$ cat src/hdl/brfn_ram.sv
// generic single-write, single-read ram with registered read data
`timescale 1ns / 1ps
module brfn_ram #(
  parameter int unsigned WIDTH = 64,
  parameter int unsigned DEPTH = 64,
  localparam int unsigned AW   = (DEPTH > 1) ? $clog2(DEPTH) : 1
) (
  input  logic             clk_i,
  input  logic             we_i,
  input  logic [AW-1:0]    waddr_i,
  input  logic [WIDTH-1:0] wdata_i,
  input  logic             re_i,
  input  logic [AW-1:0]    raddr_i,
  output logic [WIDTH-1:0] rdata_o
);

  logic [WIDTH-1:0] mem_q [DEPTH];
  logic [WIDTH-1:0] rdata_q;

  // write port
  always_ff @(posedge clk_i) begin
    if (we_i) begin
      mem_q[waddr_i] <= wdata_i;
    end
  end

  // read port
  always_ff @(posedge clk_i) begin
    if (re_i) begin
      rdata_q <= mem_q[raddr_i];
    end
  end

  assign rdata_o = rdata_q;

endmodule

$ cat config.mk
export PLATFORM = sky130hd
export DESIGN_NAME = brfn_ram
export DESIGN_NICKNAME = d
export VERILOG_FILES = /design/src/hdl/brfn_ram.sv
export SDC_FILE = /design/constraint.sdc
export NUM_CORES = 2
export LEC_CHECK = 0
export BUFFER_PORTS_ARGS = -buffer_cell sky130_fd_sc_hd__buf_2
export CAP_MARGIN = 20
export CORE_MARGIN = 1
export CORE_UTILIZATION = 55
export DETAILED_ROUTE_END_ITERATION = 8
export PLACE_DENSITY = 0.72
export SKIP_LAST_GASP = 1
export SYNTH_ARGS = -nofsm -noshare
export SYNTH_HDL_FRONTEND = slang
export SYNTH_SLANG_ARGS = --single-unit
export TNS_END_PERCENT = 5
$ cat constraint.sdc
create_clock -name clk_i -period 8 [get_ports clk_i]
set_input_delay 1.2 -clock clk_i [delete_from_list [all_inputs] [get_ports clk_i]]
set_output_delay 1.2 -clock clk_i [all_outputs]
set_load 0.05 [all_outputs]
Word level (Yosys, flattened, before mapping)
Memory sizes are Yosys's and may differ from the RTL's. A register that Yosys moved wholly into a read port is not among the register bits.
Cells that the tools add are included.
{"block": "totals", "ff_bits": 0, "ramBits": 4096, "output_inout_bits": 64, "wordCells": 3, "memories": 1}
{"block": "classes", "muxes": 2}
{"memory": "mem_q", "words": 64, "width": 64, "rd": 1, "rd_clocked_by_memory_dff": 1, "write_ports": 1, "line": "17", "source": "logic [WIDTH-1:0] mem_q [DEPTH];"}
{"op": "$mux W1", "n": 2}

Longest topological paths before layout
{"block": "depth", "word_depth": 2, "ltp_mapped": 9, "mapped_depth_nobuf": 5}

Worst setup path after synthesis
No wires, ideal clock.
{"block": "synth_timing", "kind": "input-to-reg", "startpoint": "input port waddr_i[3]", "endpoint": "memory mem_q[48][0] (enable)", "setup_time_ns": 0.564, "arrival_ns": 6.072, "slack_ns": 1.364, "path_stages": 4, "n_path_buf": 1, "cell_sequence": "clkbuf_1 nor2b_1 nand4b_1 nor3_1"}
{"element": "start, declared", "line": "10", "source": "input logic [AW-1:0] waddr_i,"}
{"element": "end, declared", "line": "17"}
Straight into the memory's write port.

==> qor.yml <==
placed_design:
  dpl.cell_count: 10298
  portBuffers: 142
  post-dp-hpwl_um: 211000
  placed_area_um2: 163000
  gp_congestion: 0.799
cts:
  cts_made_buffers: 401
  ctsHoldBuffers: 0
  clkTransAtPathRegs_ns: 0.06
  cts_sinks: 4160
  clock_latency_ns: 0.98
  cts_tree: "yes"
  cts_resized: 0
  root_buffer: "clkbuf_16"
  postCtsSetupRepairBufs: 0
  htreeDepth: 5
  clock_path_buffers: 4
cells_and_area:
  drive_gt1_share_pct: 27.8
  fill_cells: 18252
  area_growth_pct: 12.4
  final_area_um2: 177000
  instances_no_fill: 11054
  nets: 7054
outcome:
  outcome: "finished, final reports clean"
synthesis:
  netlist_instances: 6598
  synthMostInstantiatedCell: "edfxtp_1"
  syn_area_um2: 157000
  synthDistinctLibCells: 32
  yosysTopAreaCellShare_pct: 79.6
  synth_top_cell_by_area: "edfxtp_1"
  synth_common_cells: "edfxtp_1, mux4_2, buf_2"
  ys.flop_type: "edfxtp_1"
  ys_ff_latch: 4160
  yosysWarnings: 0
  async_reset_ff_share_pct: 0
  synth_edf_count: 4160
  synth_area_per_cell_um2: 23.8
  syn_nets: 6677
  synth_area_leaders: "edfxtp_1, mux4_2, mux2i_1"
  seq_area_frac_synth_pct: 79.6
power_and_ir_drop:
  power_density_nw_per_um2: 256
  finalPower_uw: 45200
  ir_drop_uv: 226
  cellLeakagePower_uw: 0.0548
route:
  drt_iter0_drc: 11231
  firstDrtPassIters: 6
  antenna_left: 0
  wirelength_um: 411000
  vias: 76158
  drc: 0
  drt-vias-per-instance: 6.89
  routedWlPerCell_um: 37.2
floorplan:
  num_rows: 195
  core_um2: 283000
  die_x_um: 536
  die_area_um2: 288000
  die_height_um: 536
  start_util_pct: 55.5
  io_pins: 143
sta:
  whs_ns: 0.539
  rsz0062_at_grt: "no"
  slew_headroom_pct: 17.8
  setup_violations: 0
  fmax_ghz: 0.247
  setup_tns_ns: 0
  maxSlewViolCount: 0
  finalCriticalPeriod_ns: 4.05
  finalHoldViolations: 0
  worstMarginPinSlew_ns: 1.23
  period_share_pct: 50.6
  finalClockSkew_ns: 0.0411
critical_path:
  critPathMaxFanout: 67
  end_kind: "flip-flop"
  critPathLaunchType: "primary input"
  required_ns: 8.66
  crit_family: "buffers and inverters"
  r2r-end: "rdata_o[32]"
  cp_slowest_stage_delay_ns: 0.87
  worstReg2RegStart: "mem_q[11][32]"
  worstPathCellList: "buf_8 > buf_4 > nand2_1 > o221ai_1 > o22ai_1 > and3_1"
  reg2reg_slack_ns: 5.67
  cp_slowest_cell: "nand2_1"
  ff2ff_path_depth: 5
  critPathKind: "in2reg"
  cp_num_buf_inv: 2
  worst-endpoint-arrival_ns: 4.71
global_routing:
  antenna_found_initial: 35
  grt_pass1_vias: 76449
  grt_first_pass_wirelength_um: 577000
  grt_usage_pct: 28.8
  grt_overflow: 0
  grt_max_degree: 127
job:
  drv_cap: 0
hold_path:
  whs_endpoint: "mem_q[44][11]"
  min-delay-start: "wdata_i[11]"
  whs_path_depth: 1
  holdCritPathClass: "in2reg"
worst max path at each step:
stage,start,endpoint,cells after the start
after detailed placement,raddr_i[0],rdata_o[22],8
final,raddr_i[2],rdata_o[16],6
after global placement,raddr_i[0],rdata_o[22],8
after CTS,raddr_i[0],rdata_o[23],8
after floorplan,waddr_i[3],mem_q[48][0],4
after global routing,raddr_i[0],rdata_o[23],8
final cells by class:
| cell class | instances | area, µm² | share of cell area [%] |
|---|---|---|---|
| sequential | 4160 | 125000 | 70.8 |
| multi-input combinational | 2049 | 30800 | 17.4 |
| clock buffer | 474 | 10500 | 5.94 |
| tap | 3743 | 4680 | 2.65 |
| timing repair buffer | 344 | 3050 | 1.73 |
| clock inverter | 247 | 2490 | 1.41 |
| inverter | 19 | 71.3 | 0.0404 |
| antenna | 18 | 45.0 | 0.0255 |
layer usage:
layer	vias to the layer above	track usage (%)	routed length [µm]
li1	29287	-	-
met1	40710	39.5	146000
met2	5255	45.7	198000
met3	896	5.92	47600
met4	10	11.5	19200
met5	-	0	57
where the power goes:
part	switching, µW	internal, µW
combinational	1370	749
clock	8120	10700
sequential	84.4	24200
cell usage in the layout, fill, tap and decap left out, types with 28 or more instances in the layout:
| master | count |
|---|---|
| edfxtp_1 | 4160 |
| buf_2 | 138 |
| a211oi_1 | 63 |
| a22o_1 | 88 |
| or3_1 | 29 |
| a22oi_1 | 168 |
| mux2i_1 | 135 |
| nand3_1 | 45 |
| clkbuf_1 | 65 |
| mux4_2 | 1024 |
| clkbuf_16 | 409 |
| o22ai_1 | 83 |
| or2_2 | 28 |
| and3_1 | 64 |
| nor2_1 | 47 |
| o221ai_1 | 38 |
| bufinv_16 | 40 |
| clkinv_2 | 66 |
| buf_12 | 61 |
| nor2_4 | 65 |
| clkinv_1 | 103 |
| buf_4 | 140 |
| nand2_1 | 55 |
flip-flops by register name (all words and copies together) (netlist names):
register and cells:
mem_q 4096, rdata_o 64
cell families after synthesis:
family / count (synthesis) / synth area share [%]
flip-flops: 4160 / 79.6
multiplexers: 1159 / 15.6
AO/OA/AOI/OAI: 504 / 2.47
buffers and inverters: 389 / 1.18
AND/OR/NAND/NOR: 386 / 1.23
per-stage QoR:
stage | utilization [%] | setup WS (ns)
2_1_floorplan | - | 1.36
3_3_place_gp | 57.6 | 2.93
3_5_place_dp | 57.7 | 2.99
4_1_cts | 62.2 | 3.90
5_1_grt | 62.4 | 3.77
6_report | 62.4 | 3.95
(Power assumes the default switching activity.)
