**src/hdl/brfn_pkg.sv**
```systemverilog
// shared types, codes and constants of the bitmap rank / find-next engine
`timescale 1ns / 1ps
package brfn_pkg;

  localparam int unsigned DEF_NUM_WORDS = 64;
  localparam int unsigned WORD_W        = 64;
  localparam int unsigned POS_W         = 6;
  localparam int unsigned POP_W         = 7;
  localparam int unsigned CMD_W         = 3;
  localparam int unsigned IDX_W         = 12;
  localparam int unsigned END_W         = 13;
  localparam int unsigned RES_W         = 13;
  localparam int unsigned STATUS_W      = 2;
  localparam logic [POS_W-1:0] POS_TOP  = 6'd63;

  // command codes
  typedef enum logic [CMD_W-1:0] {
    CMD_WRITE_BIT  = 3'd0,
    CMD_READ_BIT   = 3'd1,
    CMD_WRITE_SPAN = 3'd2,
    CMD_COUNT      = 3'd3,
    CMD_FIND_NEXT  = 3'd4
  } cmd_e;

  // result status codes
  typedef enum logic [STATUS_W-1:0] {
    STAT_OK       = 2'd0,
    STAT_RANGE    = 2'd1,
    STAT_NOTFOUND = 2'd2,
    STAT_EMPTY    = 2'd3
  } status_e;

  // one result word
  typedef struct packed {
    status_e          status;
    logic             bit_value;
    logic [RES_W-1:0] result_value;
  } res_t;

  // per-word control from the sequencer to the word unit
  typedef struct packed {
    logic [POS_W-1:0] lo;
    logic [POS_W-1:0] hi_m1;
    logic             first;
    logic             last;
    logic             val;
  } wu_ctl_t;

  // per-word results of the word unit
  typedef struct packed {
    logic [WORD_W-1:0] wr_data;
    logic [POP_W-1:0]  pop;
    logic              found;
    logic [POS_W-1:0]  pos;
    logic              bit_value;
  } wu_res_t;

endpackage

```
**src/hdl/brfn_word_unit.sv**
```systemverilog
// masking, update, popcount and lowest-set search on one bitmap word
`timescale 1ns / 1ps
module brfn_word_unit
  import brfn_pkg::*;
(
  input  wu_ctl_t           ctl_i,
  input  logic [WORD_W-1:0] rd_data_i,
  output wu_res_t           res_o
);

  logic [POS_W-1:0]  lo_eff;
  logic [POS_W-1:0]  hi_eff;
  logic [WORD_W-1:0] mask;
  logic [WORD_W-1:0] masked;
  logic [POS_W-1:0]  pos;

  // span of bits touched in this word
  assign lo_eff = ctl_i.first ? ctl_i.lo : '0;
  assign hi_eff = ctl_i.last ? ctl_i.hi_m1 : POS_TOP;
  assign mask   = ({WORD_W{1'b1}} << lo_eff) & ({WORD_W{1'b1}} >> (POS_TOP - hi_eff));
  assign masked = rd_data_i & mask;

  // lowest set bit of the masked word
  always_comb begin
    pos = '0;
    for (int i = WORD_W - 1; i >= 0; i--) begin
      if (masked[i]) begin
        pos = POS_W'(i);
      end
    end
  end

  // updated word and summaries
  assign res_o.wr_data   = ctl_i.val ? (rd_data_i | mask) : (rd_data_i & ~mask);
  assign res_o.pop       = POP_W'($countones(masked));
  assign res_o.found     = |masked;
  assign res_o.pos       = pos;
  assign res_o.bit_value = |masked;

endmodule

```
**config.mk**
```make
export PLATFORM = sky130hd
export DESIGN_NAME = brfn_word_unit
export DESIGN_NICKNAME = d
export VERILOG_FILES = /design/src/hdl/brfn_pkg.sv /design/src/hdl/brfn_word_unit.sv
export SDC_FILE = /design/constraint.sdc
export NUM_CORES = 1
export LEC_CHECK = 0
export BUFFER_PORTS_ARGS = -buffer_cell sky130_fd_sc_hd__buf_2
export CAP_MARGIN = 10
export CORE_MARGIN = 4
export CORE_UTILIZATION = 40
export DETAILED_ROUTE_END_ITERATION = 8
export GPL_TIMING_DRIVEN = 1
export PLACE_DENSITY_LB_ADDON = 0.2
export SYNTH_ARGS = -nofsm -noshare
export SYNTH_HDL_FRONTEND = slang
export SYNTH_SLANG_ARGS = --single-unit
```
**constraint.sdc**
```tcl
create_clock -name vclk -period 16.4
set_input_delay 4.92 -clock vclk [all_inputs]
set_output_delay 4.92 -clock vclk [all_outputs]
set_load 0.01 [all_outputs]
```
* After elaboration in Yosys (flattened, before gate mapping)
Index checks and enable logic that the tools add are counted.
** Storage, ports and cells
- Flip-flop bits (word level) :: 0
- Output and inout bits :: 79
- Word-level logic and storage cells :: 139
** Cells by class
- $add $sub $neg :: 64
- Shift-type cells :: 2
- Mux-type cells :: 67
- Bitwise logic cells :: 5
- Reductions and logical operators :: 1
** Operators with widths (number)
- 2-to-1 mux 6 bit :: 66
- AND 64 bit :: 3
- adder 1 x 1 -> 2 bit :: 32
- 2-to-1 mux 64 bit :: 1
- NOT 64 bit :: 1
- bitwise OR 64 bit :: 1
- OR reduction 64 bit :: 1
- << shifter 64 x 6 -> 64 bit, first input constant :: 1
- >> shifter 64 x 6 -> 64 bit, first input constant :: 1
- adder 2 x 2 -> 3 bit :: 16
- adder 3 x 3 -> 4 bit :: 8
- adder 4 x 4 -> 5 bit :: 4
- adder 5 x 5 -> 6 bit :: 2
- adder 6 x 6 -> 7 bit :: 1
- subtractor 6 bit, first input constant :: 1

* Depth between registers and ports, before layout
Gate-level depths: netlist (run 1).
- Word-level depth :: 69
- Depth in mapped cells :: 28

* Least setup slack after synthesis (run 1)
Ideal clock, no wire load.
- Path kind :: input to output
- Start :: in ctl_i[14] (netlist name)
- End :: out res_o[14] (netlist name)
- Data arrival time :: 11.254 ns
- Required time :: 11.480 ns
- Setup slack :: 0.226 ns
- Cell stages on the path :: 28
- Path buffers :: 4
- Cells stage by stage :: buf_2 and2_1 clkbuf_1 buf_2 nor2_1 buf_2 o2111ai_1 inv_1 fa_1 inv_1 fa_1 inv_1 fa_1 inv_1 fa_1 fa_1 fa_1 fa_1 fa_1 inv_1 ha_1 inv_1 fa_1 inv_1 a21o_1 a21oi_1 o21bai_1 a21o_1
** RTL lines
- start, declared :: RTL line brfn_word_unit.sv:6 : input wu_ctl_t ctl_i,
- end, declared :: RTL line brfn_word_unit.sv:8 : output wu_res_t res_o

==> impl_results.rst, run 1 <==
.. list-table::
   :header-rows: 1

   * - Metric
     - Value
   * - Average cell area after synthesis
     - 7.76 sq um
   * - Commonest cells after routing, fill and taps aside
     - 164 x buf_4, 156 x buf_2, 78 x inv_1
   * - Part of the Yosys area used for sequential elements
     - 0%
   * - Count of unique library cells instantiated by Yosys
     - 86
   * - Pin count of the biggest net entering global routing
     - 65
   * - Crit path launch type
     - input port
   * - Count of input and output buffers
     - around 160
   * - Area growth from synthesis to layout
     - 41.3%
   * - FP Rows
     - 42
   * - Placeable core area
     - roughly 0.013 sq mm
   * - Proportion of layout cells with a drive suffix above 1
     - about 46%
   * - Setup repair after global routing missed its margin
     - yes
   * - Max-cap violations
     - 0
   * - Final net count
     - about 1.1k
   * - Number of design-rule violations left by the first detailed-router iteration
     - 758
   * - Run status
     - finished, final reports clean
   * - Wire length reported by the detailed router
     - 25400 microns
   * - Post-synth top area cell
     - fa_1
   * - Fmax
     - 61.1 MHz
   * - Crit share post-route
     - 99.8%
   * - Yosys warns
     - 0
   * - Met2 GRT Util
     - 51.8%
   * - Initial antenna violation count
     - 0
   * - Die extent in y
     - 124 microns
   * - Slew Viols, Final
     - 0
   * - Vias
     - 6826
   * - Multi-input gate area
     - about 0.0050 sq mm
   * - Number of detailed-route iterations in the first pass
     - 6
   * - Average detailed-routed wire length per instance
     - roughly 22 microns
   * - Area of all placed cells without fillers
     - 0.00767 sq mm
   * - Count of endpoints failing hold in the final timing report
     - 0
   * - Initial core utilization
     - 41.0%
   * - Least-Margin Pin Slew
     - 1040 ps
   * - Gr ovfl total
     - 0
   * - Area post-placement
     - about 0.0075 sq mm
   * - Routing layer with the top usage in global route
     - met2
   * - Data arrival time of the critical path
     - 11450 ps
   * - Wire length of the first global-routing pass
     - 38600 microns
   * - Synth Instances
     - 699
   * - Clock period minus worst slack
     - 16370 ps
   * - Pre-CTS worst setup slack
     - -211 ps
   * - Worst Setup End Kind
     - output pin
   * - Leakage power total
     - 3.75 nW
   * - Met1 track demand over resource in global routing
     - 41.0%
   * - Tightest Hold Check Type
     - input port to output pin
   * - Max rail drop VDD
     - 1.33 mV
   * - Sequential cell count
     - 0
   * - Met3 layer usage reported by global route
     - about 6.2%
   * - Vias per Instance
     - slightly below 6
   * - Clkbuf count
     - 0
   * - # fillers
     - 1290
   * - Diode count
     - 0
   * - Die width
     - 124 microns
   * - Routability congestion estimate from global placement
     - slightly above 1
   * - Number of global-route vias before repair
     - 6750
   * - Critical Path Fanout Max
     - 5
   * - Combined flip-flop and latch cell area
     - 0 sq um
   * - Critical path class
     - input port to output pin
   * - Final antenna-violating net count
     - 0
   * - HPWL after detailed placement
     - 21800 microns
   * - Ports
     - ~160
   * - Post-Synthesis Net Count
     - 848
   * - Dominant cells by area after synthesis
     - fa_1 20%, mux2_2 12%, inv_1 5.7%, nand2_1 4.1%, ha_1 3.9%
   * - Power density over cell area
     - about 220 mW/mm^2
   * - Required time at the worst-slack endpoint
     - 11480 ps
   * - Setup-failing EPs final
     - 0
   * - Post-synthesis instance area
     - about 0.0054 sq mm
   * - Top-area cell type share of the netlist area
     - about a fifth
   * - Commonest non-fill, non-tap cell in the layout
     - buf_4
   * - Crit path setup slack, layout
     - around 33 ps
   * - Max-slew headroom at the worst pin
     - 30.5%
   * - Die area
     - 0.0155 sq mm
   * - Number of design rule violations left after detail routing
     - 0
   * - Total GRT Usage
     - slightly above 30%
   * - Hold buffer count at CTS
     - 0
## routing by layer
| metal | up-vias | part of all wire (%) |
|---|---|---|
| met5 | - | 0 |
| met4 | 0 | 3.4 |
| met3 | 48 | 8.7 |
| met2 | 371 | 47 |
| met1 | 3273 | 40 |
| li1 | 3134 | - |
## report_power, final
group          switching [mW]  total [mW]  leakage (nW)  internal, mW
Combinational           0.824        1.65          3.75         0.826
Sequential                  0           0             0             0
Clock                       0           0             0             0
Total                   0.824        1.65          3.75         0.826
## area by class of cell
cell class         count  area share (%)
well taps            176            2.87
multi-input cells    564            65.1
inverters             83            4.06
repair buffers       328            28.0
## worst max-delay path: stages
cell and delay, ps:
buf_2 100, or4_1 580, a221oi_2 270, buf_4 180
and2_4 180, fa_1 400, inv_1 90, fa_1 430
fa_1 490, inv_1 60, fa_1 520, inv_2 40
fa_1 550, fa_1 440, fa_1 510, fa_1 420
inv_1 70, ha_2 180, inv_2 40, fa_2 390
inv_2 50, a21o_1 120, a21oi_2 70, o21bai_1 130
a21o_1 120, buf_2 120
## metrics by stage
step | power (mW) | hold WS, ps | util, % | cells | setup TNS [ps]
2_1_floorplan | 1.01 | 9980 | - | 699 | 0
3_3_place_gp | 1.59 | 10160 | 56.3 | 1146 | -270
3_5_place_dp | 1.60 | 10160 | 56.3 | 1146 | -415
4_1_cts | 1.65 | 10170 | 57.3 | 1147 | -22.3
5_1_grt | 1.86 | 10170 | 57.9 | 1151 | -496
6_report | 1.65 | 10160 | 57.9 | 1151 | 0
## synth_stat cells, types with 5 or more instances
| cell type | count |
|---|---|
| buf_4 | 7 |
| mux2_2 | 58 |
| a21o_1 | 8 |
| clkbuf_1 | 14 |
| nand3b_1 | 5 |
| nand4_1 | 10 |
| nand2_1 | 60 |
| nand3_1 | 24 |
| inv_1 | 82 |
| o21a_1 | 5 |
| and4_1 | 7 |
| fa_1 | 53 |
| o211ai_1 | 19 |
| and3_1 | 17 |
| a221oi_1 | 9 |
| ha_1 | 17 |
| o21ai_0 | 38 |
| o211a_1 | 6 |
| o2111ai_1 | 7 |
| buf_2 | 26 |
| nor3_1 | 7 |
| a21boi_0 | 9 |
| nand2b_1 | 8 |
| a211oi_1 | 6 |
| nor2_1 | 26 |
| a21oi_1 | 30 |
| and2_1 | 20 |
| a211o_1 | 5 |
| o2111a_1 | 8 |
## cells by family (layout without fill, tap and decap cells)
kind of cell    count (synthesis)  count (layout)  synth area share, %
compound gates                215             215                 30.5
mux                            58              58                 12.0
xor+xnor                        5               5                0.807
buf+inv                       135             411                 11.0
fa+ha+maj                      70              70                 23.5
simple gates                  216             216                 22.2
## timing repair
action | in CTS | in global routing
gates resized for setup | 34 | 16
pin swaps | 5 | 8
cloned | 0 | 0
setup buffers | 1 | 4
endpoints found under the setup margin | 4 | 5
## path summary, 6_finish.rpt
kind	startpoint	end	slack (ps)	depth (start not counted)
min	rd_data_i[50]	res_o[65]	10160	3
max	ctl_i[13]	res_o[14]	30	26
No activity file was read; power rests on OpenSTA's default activity.
==> run 2: changes to the inputs <==
- BUFFER_PORTS_ARGS: -buffer_cell sky130_fd_sc_hd__buf_2 -> -buffer_cell sky130_fd_sc_hd__buf_4
- RECOVER_POWER: unset -> 100
==> impl_results.rst, run 2 (same netlist as run 1, synthesis figures left out) <==
.. list-table::
   :header-rows: 1

   * - Metric
     - Value
   * - HPWL after detailed placement
     - 22800 microns (+4.7%)
   * - Tightest Hold Check Type
     - input port to output pin
   * - Die extent in y
     - 124 microns (unchanged)
   * - Setup-failing EPs final
     - 0 (unchanged)
   * - Setup repair after global routing missed its margin
     - yes
   * - Average detailed-routed wire length per instance
     - 23.2 microns (+5.1%)
   * - Area growth from synthesis to layout
     - 49.0%
   * - Initial core utilization
     - 41.0% (unchanged)
   * - Relative contribution of sequential cells to total power
     - 0% (unchanged)
   * - Critical path class
     - input port to output pin
   * - Proportion of layout cells with a drive suffix above 1
     - 47.3% (+0.87 points)
   * - Ports
     - 158 (unchanged)
   * - Power density over cell area
     - 247 mW/mm^2 (+15%)
   * - Wire length of the first global-routing pass
     - 40300 microns (+4.6%)
   * - Routability congestion estimate from global placement
     - 1.03 (about the same)
   * - Internal portion of total power
     - 1.05 mW (+28%)
   * - Clock network power share
     - 0% (unchanged)
   * - Number of detailed-route iterations in the first pass
     - 6 (unchanged)
   * - Count of input and output buffers
     - 158 (unchanged)
   * - Placed instance count
     - 1140 (-0.52%)
   * - Run status
     - finished, final reports clean
   * - Max-slew headroom at the worst pin
     - 44.8% (+14 points)
   * - Hold buffer count at CTS
     - 0 (unchanged)
   * - Max-cap violations
     - 0 (unchanged)
   * - Worst Setup End Kind
     - output pin
   * - Die area
     - 0.0155 sq mm (unchanged)
   * - Total GRT Usage
     - 32.6% (+1.5 points)
   * - Fmax
     - 61.0 MHz (-0.13%)
   * - Placeable core area
     - 0.0132 sq mm (unchanged)
   * - Switching power of the nets
     - 0.943 mW (+14%)
   * - Critical Path Fanout Max
     - 7 (+2)
   * - Die width
     - 124 microns (unchanged)
   * - Initial antenna violation count
     - 0 (unchanged)
   * - Switching Share
     - 47.2% (-2.7 points)
   * - FP Rows
     - 42 (unchanged)
   * - Least-Margin Pin Slew
     - 807 ps (-236 ps)
   * - Vias per Instance
     - 6.04 (+1.8%)
   * - Non-filler instance count after layout
     - 1150 (-0.087%)
   * - Vias
     - 6941 (+1.7%)
   * - Max rail drop VDD
     - 1.41 mV (+6.0%)
   * - Combined flip-flop and latch cell area
     - 0 sq um (unchanged)
   * - Wire length reported by the detailed router
     - 26600 microns (+5.0%)
   * - Number of design-rule violations left by the first detailed-router iteration
     - 665 (-12%)
   * - Clock period minus worst slack
     - 16390 ps (+21.8 ps)
   * - Crit share post-route
     - 99.9% (+0.13 points)
   * - Final antenna-violating net count
     - 0 (unchanged)
   * - Commonest non-fill, non-tap cell in the layout
     - buf_4
   * - Gr ovfl total
     - 0 (unchanged)
   * - Number of global-route vias before repair
     - 6987 (+3.5%)
   * - Count of endpoints failing hold in the final timing report
     - 0 (unchanged)
   * - Number of design rule violations left after detail routing
     - 0 (unchanged)
   * - Data arrival time of the critical path
     - 11470 ps (+20 ps)
   * - Post-Route Setup TNS
     - 0 ps (unchanged)
   * - Sequential cell count
     - 0 (unchanged)
   * - Part of the total power dissipated in combinational logic
     - 100.0% (about the same)
   * - Commonest cells after routing, fill and taps aside
     - 316 x buf_4, 73 x inv_1, 58 x nand2_1, 58 x mux2_2, 51 x fa_1
   * - Total power
     - 2.00 mW (+21%)
   * - Crit path launch type
     - input port
   * - Slew Viols, Final
     - 0 (unchanged)
   * - Diode count
     - 0 (unchanged)
   * - Required time at the worst-slack endpoint
     - 11480 ps (about the same)
   * - Pin count of the biggest net entering global routing
     - 65 (unchanged)
   * - Leakage power total
     - 3.89 nW (+3.7%)
   * - Final net count
     - 1125 (-0.089%)
   * - Clkbuf count
     - 0 (unchanged)
==> run 2: worst max-delay path, cell delays in order <==
cell      delay [ps]
buf_12           110
or3_4            410
a221oi_4         360
buf_6            160
nand2_4           50
inv_2             50
fa_1             410
inv_2             70
fa_1             460
fa_1             530
fa_1             580
inv_2             40
fa_1             490
inv_2             40
fa_1             560
fa_1             450
fa_1             490
inv_1             70
ha_2             180
inv_2             40
fa_2             340
inv_2             50
a21o_1           120
a21oi_2           70
buf_4            140
xnor2_2          120
buf_4            140
==> run 2: routing by layer <==
| layer | track usage [%] | vias up | part of all wire (%) |
|---|---|---|---|
| met5 | 0 | - | 0 |
| li1 | - | 3117 | - |
| met1 | 43.2 | 3360 | 41 |
| met3 | 5.45 | 77 | 8.2 |
| met2 | 54.5 | 387 | 47 |
| met4 | 9.61 | 0 | 3.7 |
==> run 2: stage by stage <==
step                      area [sq um]  hold WS (ps)  utilization (%)  worst slack (ps)
after detailed placement          7760         10160             58.6              -215
after global routing              8090         10170             61.1              -197
after global placement            7760         10150             58.6              -190
after CTS                         7940         10160             59.9            -0.747
after floorplan                   5430          9980                -               226
final                             8090         10150             61.1              10.8
==> run 2: final timing paths <==
check,from,to,slack [ps],depth (start not counted)
max,ctl_i[11],res_o[12],10,27
min,rd_data_i[50],res_o[65],10150,3
==> run 2: area by class of cell <==
cell class,count,area [sq um]
Fill cell,1212,5150
Multi-Input combinational cell,564,5050
Timing Repair Buffer,327,2510
Inverter,83,312
Tap cell,176,220
==> run 2: timing repair <==
item / CTS / global route
setup endpoints to repair: 3 / 5
buffers inserted: 6 / 4
resized for setup: 44 / 33
pin swaps: 22 / 24
==> run 2: power groups by stage <==
| stage | Sequential (mW) | Clock, mW | Combinational [mW] |
|---|---|---|---|
| floorplan | 0 | 0 | 1.01 |
| global placement | 0 | 0 | 1.73 |
| detailed placement | 0 | 0 | 1.76 |
| CTS | 0 | 0 | 1.82 |
| global route | 0 | 0 | 2.24 |
| finish | 0 | 0 | 2.00 |
