$ cat config.mk
export PLATFORM = sky130hd
export DESIGN_NAME = brfn_seq
export DESIGN_NICKNAME = d
export VERILOG_FILES = /design/src/hdl/brfn_pkg.sv /design/src/hdl/brfn_seq.sv
export SDC_FILE = /design/constraint.sdc
export NUM_CORES = 1
export LEC_CHECK = 0
export BUFFER_PORTS_ARGS = -buffer_cell sky130_fd_sc_hd__buf_2
export CORE_ASPECT_RATIO = 0.7
export CORE_MARGIN = 2
export CORE_UTILIZATION = 41
export CTS_CLUSTER_SIZE = 40
export DETAILED_ROUTE_END_ITERATION = 16
export HOLD_SLACK_MARGIN = 0.1
export PLACE_DENSITY = 0.77
export RECOVER_POWER = 100
export SLEW_MARGIN = 10
export SYNTH_ARGS = -nofsm -noshare
export SYNTH_HDL_FRONTEND = slang
export SYNTH_SLANG_ARGS = --single-unit
$ cat constraint.sdc
create_clock -name clk_i -period 2.77 [get_ports clk_i]
set_input_delay 0.277 -clock clk_i [delete_from_list [all_inputs] [get_ports clk_i]]
set_output_delay 0.277 -clock clk_i [all_outputs]
set_load 0.05 [all_outputs]
$ cat src/hdl/brfn_pkg.sv
// shared types, codes and constants of the bitmap rank / find-next engine
`timescale 1ns / 1ps
package brfn_pkg;

  localparam int unsigned DEF_NUM_WORDS = 64;
  localparam int unsigned WORD_W        = 64;
  localparam int unsigned POS_W         = 6;
  localparam int unsigned POP_W         = 7;
  localparam int unsigned CMD_W         = 3;
  localparam int unsigned IDX_W         = 12;
  localparam int unsigned END_W         = 13;
  localparam int unsigned RES_W         = 13;
  localparam int unsigned STATUS_W      = 2;
  localparam logic [POS_W-1:0] POS_TOP  = 6'd63;

  // command codes
  typedef enum logic [CMD_W-1:0] {
    CMD_WRITE_BIT  = 3'd0,
    CMD_READ_BIT   = 3'd1,
    CMD_WRITE_SPAN = 3'd2,
    CMD_COUNT      = 3'd3,
    CMD_FIND_NEXT  = 3'd4
  } cmd_e;

  // result status codes
  typedef enum logic [STATUS_W-1:0] {
    STAT_OK       = 2'd0,
    STAT_RANGE    = 2'd1,
    STAT_NOTFOUND = 2'd2,
    STAT_EMPTY    = 2'd3
  } status_e;

  // one result word
  typedef struct packed {
    status_e          status;
    logic             bit_value;
    logic [RES_W-1:0] result_value;
  } res_t;

  // per-word control from the sequencer to the word unit
  typedef struct packed {
    logic [POS_W-1:0] lo;
    logic [POS_W-1:0] hi_m1;
    logic             first;
    logic             last;
    logic             val;
  } wu_ctl_t;

  // per-word results of the word unit
  typedef struct packed {
    logic [WORD_W-1:0] wr_data;
    logic [POP_W-1:0]  pop;
    logic              found;
    logic [POS_W-1:0]  pos;
    logic              bit_value;
  } wu_res_t;

endpackage

$ cat src/hdl/brfn_seq.sv
// command sequencer: clearing pass, decode and word-by-word walk over the ram
`timescale 1ns / 1ps
module brfn_seq
  import brfn_pkg::*;
#(
  parameter int unsigned NUM_WORDS = DEF_NUM_WORDS,
  localparam int unsigned AW       = (NUM_WORDS > 1) ? $clog2(NUM_WORDS) : 1
) (
  input  logic              clk_i,
  input  logic              rst_ni,
  // command side
  input  logic              cmd_valid_i,
  output logic              cmd_ready_o,
  input  logic [CMD_W-1:0]  cmd_i,
  input  logic [IDX_W-1:0]  bit_index_i,
  input  logic [END_W-1:0]  end_index_i,
  input  logic              write_value_i,
  // result side
  output logic              res_valid_o,
  input  logic              res_ready_i,
  output res_t              res_o,
  // ram
  output logic              ram_we_o,
  output logic [AW-1:0]     ram_waddr_o,
  output logic [WORD_W-1:0] ram_wdata_o,
  output logic              ram_re_o,
  output logic [AW-1:0]     ram_raddr_o,
  // word unit
  output wu_ctl_t           wu_ctl_o,
  input  wu_res_t           wu_res_i
);

  localparam int unsigned CAP      = NUM_WORDS * WORD_W;
  localparam logic [AW-1:0] W_LAST = AW'(NUM_WORDS - 1);

  typedef enum logic [4:0] {
    S_CLEAR = 5'b00001,
    S_IDLE  = 5'b00010,
    S_READ  = 5'b00100,
    S_WORK  = 5'b01000,
    S_DONE  = 5'b10000
  } state_e;

  state_e           state_q, state_d;
  logic [AW-1:0]    w_q, w_d;
  logic [AW-1:0]    ew_q, ew_d;
  logic [CMD_W-1:0] cmd_q, cmd_d;
  logic [POS_W-1:0] lo_q, lo_d;
  logic [POS_W-1:0] hi_q, hi_d;
  logic             first_q, first_d;
  logic             val_q, val_d;
  status_e          status_q, status_d;
  logic             bit_q, bit_d;
  logic [RES_W-1:0] acc_q, acc_d;

  logic             accept;
  logic             last_word;
  logic             idx_oor;
  logic             end_oor;
  logic             from_oor;
  logic [END_W-1:0] last_bit;
  logic [END_W-1:0] from_bit;
  logic             word_writes;

  // range checks on the incoming command
  assign accept   = cmd_valid_i && (state_q == S_IDLE);
  assign last_bit = end_index_i - END_W'(1);
  assign from_bit = END_W'(bit_index_i) + END_W'(1);
  assign idx_oor  = 32'(bit_index_i) >= CAP;
  assign end_oor  = 32'(end_index_i) > CAP;
  assign from_oor = 32'(from_bit) >= CAP;

  assign last_word   = (w_q == ew_q);
  assign word_writes = (cmd_q == CMD_WRITE_BIT) || (cmd_q == CMD_WRITE_SPAN);

  // next-state and walk control
  always_comb begin
    state_d  = state_q;
    w_d      = w_q;
    ew_d     = ew_q;
    cmd_d    = cmd_q;
    lo_d     = lo_q;
    hi_d     = hi_q;
    first_d  = first_q;
    val_d    = val_q;
    status_d = status_q;
    bit_d    = bit_q;
    acc_d    = acc_q;
    unique case (state_q)
      S_CLEAR: begin
        if (w_q == W_LAST) begin
          state_d = S_IDLE;
        end else begin
          w_d = w_q + AW'(1);
        end
      end
      S_IDLE: begin
        if (accept) begin
          cmd_d    = cmd_i;
          val_d    = write_value_i;
          status_d = STAT_OK;
          bit_d    = 1'b0;
          acc_d    = '0;
          first_d  = 1'b1;
          state_d  = S_READ;
          unique case (cmd_i)
            CMD_WRITE_BIT, CMD_READ_BIT: begin
              w_d  = AW'(bit_index_i >> POS_W);
              ew_d = AW'(bit_index_i >> POS_W);
              lo_d = bit_index_i[POS_W-1:0];
              hi_d = bit_index_i[POS_W-1:0];
              if (idx_oor) begin
                status_d = STAT_RANGE;
                state_d  = S_DONE;
              end
            end
            CMD_WRITE_SPAN: begin
              w_d  = AW'(bit_index_i >> POS_W);
              ew_d = AW'(last_bit >> POS_W);
              lo_d = bit_index_i[POS_W-1:0];
              hi_d = last_bit[POS_W-1:0];
              if (idx_oor || end_oor) begin
                status_d = STAT_RANGE;
                state_d  = S_DONE;
              end else if (end_index_i <= END_W'(bit_index_i)) begin
                status_d = STAT_EMPTY;
                state_d  = S_DONE;
              end
            end
            CMD_COUNT: begin
              w_d  = '0;
              ew_d = AW'(last_bit >> POS_W);
              lo_d = '0;
              hi_d = last_bit[POS_W-1:0];
              if (end_oor) begin
                status_d = STAT_RANGE;
                state_d  = S_DONE;
              end else if (end_index_i == '0) begin
                state_d = S_DONE;
              end
            end
            CMD_FIND_NEXT: begin
              w_d  = AW'(from_bit >> POS_W);
              ew_d = W_LAST;
              lo_d = from_bit[POS_W-1:0];
              hi_d = POS_TOP;
              if (idx_oor) begin
                status_d = STAT_RANGE;
                state_d  = S_DONE;
              end else if (from_oor) begin
                status_d = STAT_NOTFOUND;
                state_d  = S_DONE;
              end
            end
            default: begin
              status_d = STAT_RANGE;
              state_d  = S_DONE;
            end
          endcase
        end
      end
      S_READ: begin
        state_d = S_WORK;
      end
      S_WORK: begin
        first_d = 1'b0;
        state_d = last_word ? S_DONE : S_WORK;
        unique case (cmd_q)
          CMD_READ_BIT: begin
            bit_d = wu_res_i.bit_value;
          end
          CMD_COUNT: begin
            acc_d = acc_q + RES_W'(wu_res_i.pop);
          end
          CMD_FIND_NEXT: begin
            if (wu_res_i.found) begin
              acc_d   = RES_W'({w_q, wu_res_i.pos});
              state_d = S_DONE;
            end else if (last_word) begin
              status_d = STAT_NOTFOUND;
            end
          end
          default: begin
          end
        endcase
        if (state_d == S_WORK) begin
          w_d = w_q + AW'(1);
        end
      end
      S_DONE: begin
        if (res_ready_i) begin
          state_d = S_IDLE;
        end
      end
      default: begin
        state_d = S_IDLE;
      end
    endcase
  end

  // control registers
  always_ff @(posedge clk_i or negedge rst_ni) begin
    if (!rst_ni) begin
      state_q <= S_CLEAR;
      w_q     <= '0;
      first_q <= 1'b0;
    end else begin
      state_q <= state_d;
      w_q     <= w_d;
      first_q <= first_d;
    end
  end

  // command payload and result registers
  always_ff @(posedge clk_i) begin
    ew_q     <= ew_d;
    cmd_q    <= cmd_d;
    lo_q     <= lo_d;
    hi_q     <= hi_d;
    val_q    <= val_d;
    status_q <= status_d;
    bit_q    <= bit_d;
    acc_q    <= acc_d;
  end

  // ram and word unit drive
  assign ram_we_o    = (state_q == S_CLEAR) || ((state_q == S_WORK) && word_writes);
  assign ram_waddr_o = w_q;
  assign ram_wdata_o = (state_q == S_CLEAR) ? '0 : wu_res_i.wr_data;
  assign ram_re_o    = (state_q == S_READ) || ((state_q == S_WORK) && (state_d == S_WORK));
  assign ram_raddr_o = (state_q == S_READ) ? w_q : w_q + AW'(1);

  assign wu_ctl_o.lo    = lo_q;
  assign wu_ctl_o.hi_m1 = hi_q;
  assign wu_ctl_o.first = first_q;
  assign wu_ctl_o.last  = last_word;
  assign wu_ctl_o.val   = val_q;

  // handshakes and result
  assign cmd_ready_o         = (state_q == S_IDLE);
  assign res_valid_o         = (state_q == S_DONE);
  assign res_o.status        = status_q;
  assign res_o.bit_value     = bit_q;
  assign res_o.result_value  = acc_q;

`ifndef SYNTH
  a_no_write_idle: assert property (@(posedge clk_i) disable iff (!rst_ni)
    (state_q == S_IDLE) |-> !ram_we_o)
    else $error("ram written while idle");
  a_walk_bound: assert property (@(posedge clk_i) disable iff (!rst_ni)
    (state_q == S_WORK) |-> (w_q <= ew_q))
    else $error("word walk passed its last word");
  a_done_release: assert property (@(posedge clk_i) disable iff (!rst_ni)
    ((state_q == S_DONE) && res_ready_i) |=> (state_q == S_IDLE))
    else $error("result handed over but sequencer not idle");
  a_clear_first: assert property (@(posedge clk_i) disable iff (!rst_ni)
    ((state_q == S_CLEAR) && (state_d == S_IDLE)) |-> (w_q == W_LAST))
    else $error("clearing pass ended early");
`endif

endmodule

Yosys cells after proc, flatten, opt, wreduce, memory -nomap -nowiden
Index checks and enable logic that the tools add are counted. Widths: inputs -> output; s select.

Register bits after elaboration: 50. Input bits: 112. Output and inout port bits: 111. Logic and storage cells: 112.

$add $sub $neg: 4. $lt $le $gt $ge: 3. Equal/unequal tests: 27. Muxes and demuxes: 43. Reductions and logical operators: 24.

Operators by type and width (count): $pmux 6 s3 (5); $mux 64 (1); $mux 5 (12); $pmux 13 s2 (2); $mux 13 (2); $pmux 5 s5 (1); $mux 6 (4); $pmux 5 s4 (1); $eq 5x4->1 const B (3); $mux 2 (7); $add 12x1->13 const B (1); $add 13x7->13 (1); $ge 13x13->1 const B (1); $gt 13x13->1 const B (1); $le 13x12->1 (1); $logic_not 13->1 (1); $eq 3x2->1 const B (4); $sub 12x1->12 const B (1); $reduce_and 5->1 (2); $reduce_and 3->1 (3); $reduce_bool 3->1 (3); $ne 2x2->1 const B (4); $pmux 2 s4 (1); $add 6x1->6 const B (1); other kinds (23) (38).

Longest topological paths before layout
Gate-level depths: netlist of the first run.

Word-level depth: 9. Gate-level depth with buffers: 9. Depth with buffers taken out: 9.

Worst setup path after synthesis of the first run
No wires, ideal clock.

Path kind: register -> register. From: register state_q[4]. To: register ew_q[0] (enable). Setup time: 0.355 ns. Arrival: 2.474 ns. Data required time: 2.415 ns. Path slack: -0.059 ns. Stages on the path, launching flop included: 7. Buffers on the path: 2. Clock period less this slack: 2.829 ns. Cells stage by stage: dfrtp_1 > or3b_1 > or3_1 > buf_6 > inv_1 > buf_1 > and3_1.

Word-level cells in the longest chain between the ends: 3.

RTL lines: start: declaration (RTL line brfn_seq.sv:44) `state_e state_q, state_d;`; start signal: assignment (RTL line brfn_seq.sv:208) `state_q <= state_d;`; $eq 5x2->1 (*); via cmd_ready_o (RTL line brfn_seq.sv:13) `output logic cmd_ready_o,`; $logic_and 1x1->1 (RTL line brfn_seq.sv:66) `assign accept = cmd_valid_i && (state_q == S_IDLE);`; $reduce_and 3->1 (no source line) (*); end signal: assignment (RTL line brfn_seq.sv:216) `ew_q <= ew_d;`; end: declaration (RTL line brfn_seq.sv:46) `logic [AW-1:0] ew_q, ew_d;`.

The timed path passes the listed nets; every way through them passes the cells marked *. A chain may end at the register's enable or synchronous reset.

Final worst setup path of the first run
From: register state_q[1]. To: output ram_we_o.

Word-level cells in the longest chain between the ends: 3.

RTL lines: $eq 5x4->1 (RTL line brfn_seq.sv:227) `assign ram_we_o = (state_q == S_CLEAR) || ((state_q == S_WORK) && word_writes);`; $logic_and 1x1->1 (RTL line brfn_seq.sv:227); $logic_or 1x1->1 (*) (RTL line brfn_seq.sv:227); end: declaration (RTL line brfn_seq.sv:23) `output logic ram_we_o,`.

Mark *: on every way between the ends. The rest lies on a longest branch, timed or not.

==> reports/metrics.cfg, run 1 <==
[global_route]
first_global_vias=3902
grt_start_max_net_pins=69
grt_antenna_before_repair=0
grt_pass1_wl_um=19700
overflow=0
met2_usage_pct=35.4
global_route.peak_usage_layer=met2
routing_usage_on_met1_pct=34.4
grtUsageTotal_pct=23.2
grt.met3_usage_pct=3.13

[worst_setup_path]
crit-reg2reg-capture=hi_q[4]$_DFFE_PP_
worst_path_max_delay_cell=nor3_1
reg2reg_setup_slack_ps=180
cp_data_required_time_ps=2490
crit_path_end_kind=output pin
rr_startpoint=state_q[4]$_DFF_PN0_
worst_r2r_path_depth=6
criticalPathCategory=reg2out
worstPathBufferInverterCount=2
timing.critical_path.max_delay_family=simple AND/OR/NAND/NOR gates
worstPathMaxFanout=24
cp_slowest_stage_delay_ps=510
critical_path.cell_chain=nor3_1 -> nand2_1 -> buf_4 -> o31ai_1 -> clkbuf_2
cp-start-kind=register
worst_ep_arrival_ps=2370

[synth]
yosys.area.top_type=edfxtp_1
yosys_warnings=0
synth-edff-count=38
postSynthAreaPerCell_um2=8.61
post_synth_main_area_contributors=edfxtp_1 28%, and2_1 10%, dfrtp_1 6.7%, ha_1 6.7%, xnor2_1 4.5%
synthFlopType=edfxtp_1
synthesis.nets=612
number_of_distinct_library_cell_variants_in_the_gate_level_netlist_after_synthesis=54
synth-async-reset-ratio_pct=24.0
ys_seq_elements=50
synthesis.instances=477
netlist.area_leader.share_pct=27.8
share_of_the_yosys_chip_area_belonging_to_registers_pct=35.1
post_synthesis_instance_area_mm2=0.00411

[drt]
drt-wirelength-per-cell_um=16.3
overall_via_count_from_detail_route=4387
detail_route.wirelength_um=13400
drt_iter0_markers=341
ant_nets=0
detailed_routing_iterations_pass_1=5
routed_via_density=5.35
drc=0

[sta]
timing.clock.skew_ps=6.13
timing.final.setup_violations=0
rsz0062_at_grt=false
worst-slew-pin-transition_ps=736
hold_viol=0
final_cycle_utilization_of_the_critical_path_pct=95.6
totalNegativeSetupSlack_ps=0
max_slew_headroom_pct=51.0
layout_min_cycle_time_ps=2650
timing.final.max_slew_violations=0
max_freq_ghz=0.378

[floorplanning]
coreArea_mm2=0.00972
initial_core_util_pct=42.3
die-area_mm2=0.0109
std_cell_rows=30
floorplan.die.width_um=124
dieHeight_um=87.8
design.portCount=223

[min_path]
hold_path.startpoint=write_value_i
hold-path-endpoint=val_q$_DFFE_PP_
hold_depth=1
hp-class=in2reg

[clocking]
ctsRootBufferMaster=clkbuf_16
post_cts_resize_count=0
numClockSinks=50
tritoncts_clock_tree=built
cts_inserted_buffers=5
clockBufferDepth=2
clk_transition_reported_paths_ps=70
clock_insertion_delay_worst_skew_ps=300
clock_tree.htree_level_count=2

[place]
hpwl_after_dpl_um=10500
placed_cells=811
numPortBuffers=222
gp_congestion=0.913

[flow_run]
cap_viol_max_count=0

[cells_and_area]
num_antenna_cells=0
synthToLayoutAreaGrowth_pct=32.4
final_core_utilization_pct=55.9
mostFrequentLayoutCell=buf_2
final_layout_size_suffix_gt1_share_pct=29.3
mostFrequentLayoutCells=120 x buf_2, 60 x clkbuf_2, 52 x and2_1
finish.net_count=826
final-instance-count-excl-fill=820

[pwr]
vdd_drop_max_mv=0.575
static-leakage-power_nw=2.43
powerDensity_mw_per_mm2=811

[status]
outcome=finished, final reports clean

## state kept, by name (all words and copies together) (netlist names), 2 cells and up
name	cells
lo_q	6
cmd_q	3
acc_q	13
ram_waddr_o	6
state_q	5
hi_q	6
ew_q	6
status_q	2
## where the power goes
group | leakage (nW) | internal [mW] | switching (mW)
Combinational | 1.85 | 0.664 | 1.77
Clock | 0.0842 | 0.429 | 0.303
Sequential | 0.500 | 1.04 | 0.211
## cell usage after synthesis (5+ instances only)
cell type / number
mux2i_1: 5
a211oi_1: 11
xnor2_1: 21
nand4_1: 8
edfxtp_1: 38
dfrtp_1: 11
or4_1: 5
nand2_1: 41
nor3_1: 19
a21oi_1: 24
o31ai_1: 5
o21ai_0: 21
nor2b_1: 6
and3_1: 10
inv_1: 24
clkbuf_1: 19
nand2b_1: 5
o211ai_1: 6
and2_1: 67
xor2_1: 6
nand3_1: 15
nor2_1: 29
ha_1: 22
## final cells by class
type	count	area, um2
Fill cell	917	4280
Inverter	24	90.1
Multi-Input combinational cell	376	2440
Sequential cell	50	1440
Clock inverter	3	43.8
Tap cell	128	160
Clock buffer	5	125
Timing Repair Buffer	234	1130
## metrics by stage
step	hold WS, ps	setup WS [ps]	power [mW]	cell area, um2
after floorplan	-18.6	67.4	3.11	4110
after global placement	170	398	3.68	5330
after detailed placement	174	278	3.73	5330
after CTS	151	223	4.46	5510
after global routing	150	22.7	4.65	5440
final	153	123	4.41	5440
## what timing repair did
action / CTS / global route
buffers inserted: 0 / 0
hold endpoints to repair: 11 / 0
hold buffers: 1 / 0
endpoints found under the setup margin: 0 / 0
## cells by family after synthesis
kind of cell	count (synthesis)	synth area share [%]
AO/OA/AOI/OAI	92	14.5
XOR/XNOR	27	5.76
adder cells (fa/ha/maj)	23	7.19
buffers and inverters	51	5.39
flip-flops	50	35.1
multiplexers	7	1.77
AND/OR/NAND/NOR	227	30.3
## worst max-delay path by stage
stage,startpoint,endpoint,slack [ps],depth (start not counted)
after floorplan,state_q[1]$_DFF_PN0_,ram_re_o,70,4
after global placement,state_q[4]$_DFF_PN0_,ram_waddr_o[0]$_DFFE_PN0P_,400,5
after detailed placement,state_q[4]$_DFF_PN0_,ram_waddr_o[0]$_DFFE_PN0P_,280,5
after CTS,state_q[1]$_DFF_PN0_,ram_we_o,220,5
after global routing,state_q[4]$_DFF_PN0_,cmd_ready_o,20,5
final,state_q[1]$_DFF_PN0_,ram_we_o,120,5
## per-layer routing
metal	wire length [um]	share of wire (%)
met3	980	7.3
met2	6210	46
met4	158	1.2
met1	6020	45
met5	0	0
Power figures use the tool's default switching activity.
==> inputs of run 2 (changes only) <==
Settings changed: SETUP_SLACK_MARGIN from default to 0.5.
==> reports/metrics.cfg, run 2 (synthesis results as in run 1) <==
[min_path]
hp-class=in2reg
hold-path-endpoint=val_q$_DFFE_PP_
hold_path.startpoint=write_value_i
hold_depth=1

[sta]
final_cycle_utilization_of_the_critical_path_pct=90.1
timing.clock.skew_ps=10.6
totalNegativeSetupSlack_ps=0
timing.final.setup_violations=0
layout_min_cycle_time_ps=2500
max_freq_ghz=0.400
timing.final.max_slew_violations=0
worst-slew-pin-transition_ps=742
max_slew_headroom_pct=50.5
hold_viol=0
rsz0062_at_grt=true

[drt]
drt-wirelength-per-cell_um=17.1
routed_via_density=5.38
drc=0
drt_iter0_markers=302
detailed_routing_iterations_pass_1=5
ant_nets=0
overall_via_count_from_detail_route=4450
detail_route.wirelength_um=14100

[status]
outcome=finished, final reports clean

[global_route]
grt_pass1_wl_um=19900
grtUsageTotal_pct=23.5
grt_start_max_net_pins=69
first_global_vias=4026
grt_antenna_before_repair=0
overflow=0

[clocking]
cts_inserted_buffers=5
ctsRootBufferMaster=clkbuf_16
clk_transition_reported_paths_ps=70
clock_tree.htree_level_count=2
clockBufferDepth=2
tritoncts_clock_tree=built
numClockSinks=50
clock_insertion_delay_worst_skew_ps=300

[worst_setup_path]
critical_path.cell_chain=nand2b_1 -> or4_1 -> clkbuf_16 -> and2_1 -> clkbuf_2
worstPathBufferInverterCount=2
worstPathMaxFanout=17
crit-reg2reg-capture=ram_waddr_o[0]$_DFFE_PN0P_
crit_path_end_kind=output pin
worst_r2r_path_depth=5
worst_ep_arrival_ps=2220
cp_slowest_stage_delay_ps=610
cp_data_required_time_ps=2490
reg2reg_setup_slack_ps=320
criticalPathCategory=reg2out
worst_path_max_delay_cell=dfstp_1
timing.critical_path.max_delay_family=simple AND/OR/NAND/NOR gates
cp-start-kind=register
rr_startpoint=state_q[0]$_DFF_PN1_

[cells_and_area]
synthToLayoutAreaGrowth_pct=40.1
largest_reg_flops=13
final_layout_size_suffix_gt1_share_pct=31.8
final-instance-count-excl-fill=827
mostFrequentLayoutCells=107 x buf_2, 66 x and2_1, 56 x buf_4
mostFrequentLayoutCell=buf_2
finish.net_count=833
num_antenna_cells=0
largest_register=acc_q

[place]
hpwl_after_dpl_um=10500
numPortBuffers=222
placed_cells=810
gp_congestion=0.910

[floorplanning]
floorplan.die.width_um=124
design.portCount=223
die-area_mm2=0.0109
initial_core_util_pct=42.3
dieHeight_um=87.8
std_cell_rows=30
coreArea_mm2=0.00972

[pwr]
vdd_drop_max_mv=0.693
powerDensity_mw_per_mm2=793
static-leakage-power_nw=2.56

[flow_run]
cap_viol_max_count=0

## run 2: layout make-up
class,count,area (um2)
multi-input cells,377,2560
clock inverters,1,6.26
repair buffers,240,1340
inverters,24,90.1
flip-flops and latches,50,1450
well taps,128,160
clock buffers,7,154
fillers,912,3970
## run 2: power breakdown
group	leakage [nW]	total (mW)	internal [mW]	switching, mW
Clock	0.0796	0.675	0.391	0.284
Sequential	0.498	1.29	1.04	0.246
Combinational	1.98	2.60	0.788	1.82
## run 2: repair_timing
| item | in CTS | in global routing |
|---|---|---|
| endpoints found under the hold margin | 11 | 0 |
| pin swaps | 4 | 2 |
| resized for setup | 16 | 139 |
| cloned | 1 | 2 |
| setup endpoints to repair | 97 | 84 |
| buffers inserted | 5 | 0 |
| hold buffers | 1 | 0 |
## run 2: per-layer routing
metal	wire length (um)	part of all wire, %	track usage (%)	vias up
met3	1020	7.2	5.34	14
met2	6530	46	35.8	167
met5	0	0	0	-
met1	6420	45	33.7	2122
li1	-	-	-	2147
met4	155	1.1	6.10	0
## run 2: per-stage QoR
step	utilization [%]	hold WS [ps]	cell area (um2)	setup WS (ps)	power (mW)
2_1_floorplan	-	-18.6	4200	368	3.21
3_3_place_gp	55.7	175	5410	372	3.75
3_5_place_dp	55.7	172	5410	304	3.80
4_1_cts	58.5	177	5680	503	4.60
5_1_grt	59.2	208	5760	208	4.80
6_report	59.2	221	5760	273	4.57
## run 2: worst max-delay path by stage
stage                                 from                         end  slack [ps]  cells after the start
floorplan           acc_q[0]$_SDFFCE_PN0P_      acc_q[6]$_SDFFCE_PN0P_         370                      9
global placement      state_q[4]$_DFF_PN0_  ram_waddr_o[0]$_DFFE_PN0P_         370                      5
detailed placement    state_q[1]$_DFF_PN0_  ram_waddr_o[0]$_DFFE_PN0P_         300                      5
CTS                   state_q[4]$_DFF_PN0_  ram_waddr_o[0]$_DFFE_PN0P_         500                      5
global route          state_q[0]$_DFF_PN1_             ram_wdata_o[60]         210                      5
finish                state_q[0]$_DFF_PN1_             ram_wdata_o[16]         270                      5
==> inputs of run 3 (changes only) <==
Settings changed: GPL_TIMING_DRIVEN from default to 0.
==> reports/metrics.cfg, run 3 (synthesis results as in run 1) <==
[worst_setup_path]
critical_path.cell_chain=nand2b_1 -> or4_4 -> clkbuf_16 -> buf_8 -> and2_4 -> clkbuf_4
worst_ep_arrival_ps=2340
worst_path_max_delay_cell=dfstp_1
worstPathBufferInverterCount=3
cp-start-kind=register
crit-reg2reg-capture=ram_waddr_o[3]$_DFFE_PN0P_
cp_data_required_time_ps=2490
reg2reg_setup_slack_ps=170
crit_path_end_kind=output pin
cp_num_cells=6
timing.critical_path.max_delay_family=simple AND/OR/NAND/NOR gates
worst_r2r_path_depth=8
criticalPathCategory=reg2out
cp_slowest_stage_delay_ps=640
worstPathMaxFanout=7
rr_startpoint=state_q[0]$_DFF_PN1_

[global_route]
grt_start_max_net_pins=19
grt_antenna_before_repair=0
grt_pass1_wl_um=23400
grtUsageTotal_pct=27.9
overflow=0
first_global_vias=4508

[cells_and_area]
largest_reg_flops=13
mostFrequentLayoutCell=buf_2
final_core_utilization_pct=64.0
final-instance-count-excl-fill=857
finish.net_count=862
final_layout_size_suffix_gt1_share_pct=39.1
synthToLayoutAreaGrowth_pct=51.5
mostFrequentLayoutCells=117 x buf_2, 65 x clkbuf_1, 40 x nand2_1
largest_register=acc_q
final_area_mm2=0.00622

[pwr]
net-switching-power_mw=2.55
share_comb_of_total_power_pct=61.0
vdd_drop_max_mv=0.527
static-leakage-power_nw=2.78
p_seq_share_pct=25.4
switching_share_pct=52.1
power_frac_clock_pct=13.6
powerDensity_mw_per_mm2=787
cellInternalPower_mw=2.35
power_mw=4.90

[place]
placed_cells=827
hpwl_after_dpl_um=10900
dp_slack_ps=-142
post_dp_cell_area_mm2=0.00547
numPortBuffers=222
gp_congestion=0.850

[drt]
drt_iter0_markers=440
ant_nets=0
detailed_routing_iterations_pass_1=5
routed_via_density=5.60
drt-wirelength-per-cell_um=18.9
detail_route.wirelength_um=16200
drc=0
overall_via_count_from_detail_route=4795

[sta]
finalHoldWorstSlack_ps=159
timing.clock.skew_ps=15.4
max_slew_headroom_pct=48.2
hold_viol=0
totalNegativeSetupSlack_ps=0
rsz0062_at_grt=true
max_freq_ghz=0.382
post-route-worst-setup-slack_ps=149
timing.final.setup_violations=0
timing.final.max_slew_violations=0
worst-slew-pin-transition_ps=766
final_cycle_utilization_of_the_critical_path_pct=94.6
layout_min_cycle_time_ps=2620

[min_path]
hold_depth=1
hold_path.startpoint=write_value_i
hold-path-endpoint=val_q$_DFFE_PP_
hp-class=in2reg

[clocking]
clk_transition_reported_paths_ps=80
cts_inserted_buffers=5
ctsRootBufferMaster=clkbuf_16
clockBufferDepth=2
numClockSinks=50
clock_insertion_delay_worst_skew_ps=310
tritoncts_clock_tree=built
clock_tree.htree_level_count=2

[floorplanning]
dieHeight_um=87.8
coreArea_mm2=0.00972
initial_core_util_pct=42.3
design.portCount=223
floorplan.die.width_um=124
die-area_mm2=0.0109
std_cell_rows=30

[flow_run]
cap_viol_max_count=0

[status]
outcome=finished, final reports clean

==> run 3: changes by cell type in the layout (fill, tap and decap cells not counted), sizes merged <==
cell and change:
buf +11, clkbuf +17, clkinv +2, clkinvlp +1, diode +1, inv -1, or4 -1
==> run 3: how the worst max path moves through the flow <==
stage / startpoint / endpoint / slack, ps
floorplan: acc_q[0]$_SDFFCE_PN0P_ / acc_q[6]$_SDFFCE_PN0P_ / 370
global placement: state_q[1]$_DFF_PN0_ / acc_q[2]$_SDFFCE_PN0P_ / -70
detailed placement: state_q[1]$_DFF_PN0_ / acc_q[3]$_SDFFCE_PN0P_ / -140
CTS: state_q[0]$_DFF_PN1_ / ram_wdata_o[35] / 370
global route: state_q[0]$_DFF_PN1_ / ram_wdata_o[40] / 130
finish: state_q[0]$_DFF_PN1_ / ram_wdata_o[40] / 150
==> run 3: layout make-up <==
cell class / instances / area, um2
clock inverter: 3 / 28.8
clock buffer: 5 / 125
timing repair buffer: 243 / 1500
sequential: 50 / 1450
multi-input combinational: 376 / 2670
buffer: 27 / 196
fill: 796 / 3500
antenna: 1 / 2.50
tap: 128 / 160
inverter: 24 / 91.3
==> run 3: power by group through the flow <==
stage	combinational [mW]	clock, mW	sequential [mW]
2_1_floorplan	1.60	0	1.61
3_3_place_gp	2.61	0	1.22
3_5_place_dp	2.63	0	1.23
4_1_cts	2.94	0.661	1.21
5_1_grt	3.16	0.685	1.26
6_report	2.99	0.664	1.25
==> run 3: what timing repair did <==
| item | 4_1_cts | 5_1_grt |
|---|---|---|
| setup buffers | 10 | 5 |
| resized for setup | 192 | 43 |
| gates cloned | 5 | 0 |
| pin swaps | 37 | 4 |
| hold endpoints to repair | 11 | 0 |
| hold buffers | 1 | 0 |
| endpoints found under the setup margin | 109 | 116 |
==> run 3: routing by layer <==
layer / up-vias / global-route usage, % / part of all wire [%]
li1: 2221 / - / -
met1: 2252 / 36.6 / 41
met2: 279 / 46.7 / 48
met3: 43 / 5.92 / 8.5
met4: 0 / 8.26 / 2.7
met5: - / 0 / 0
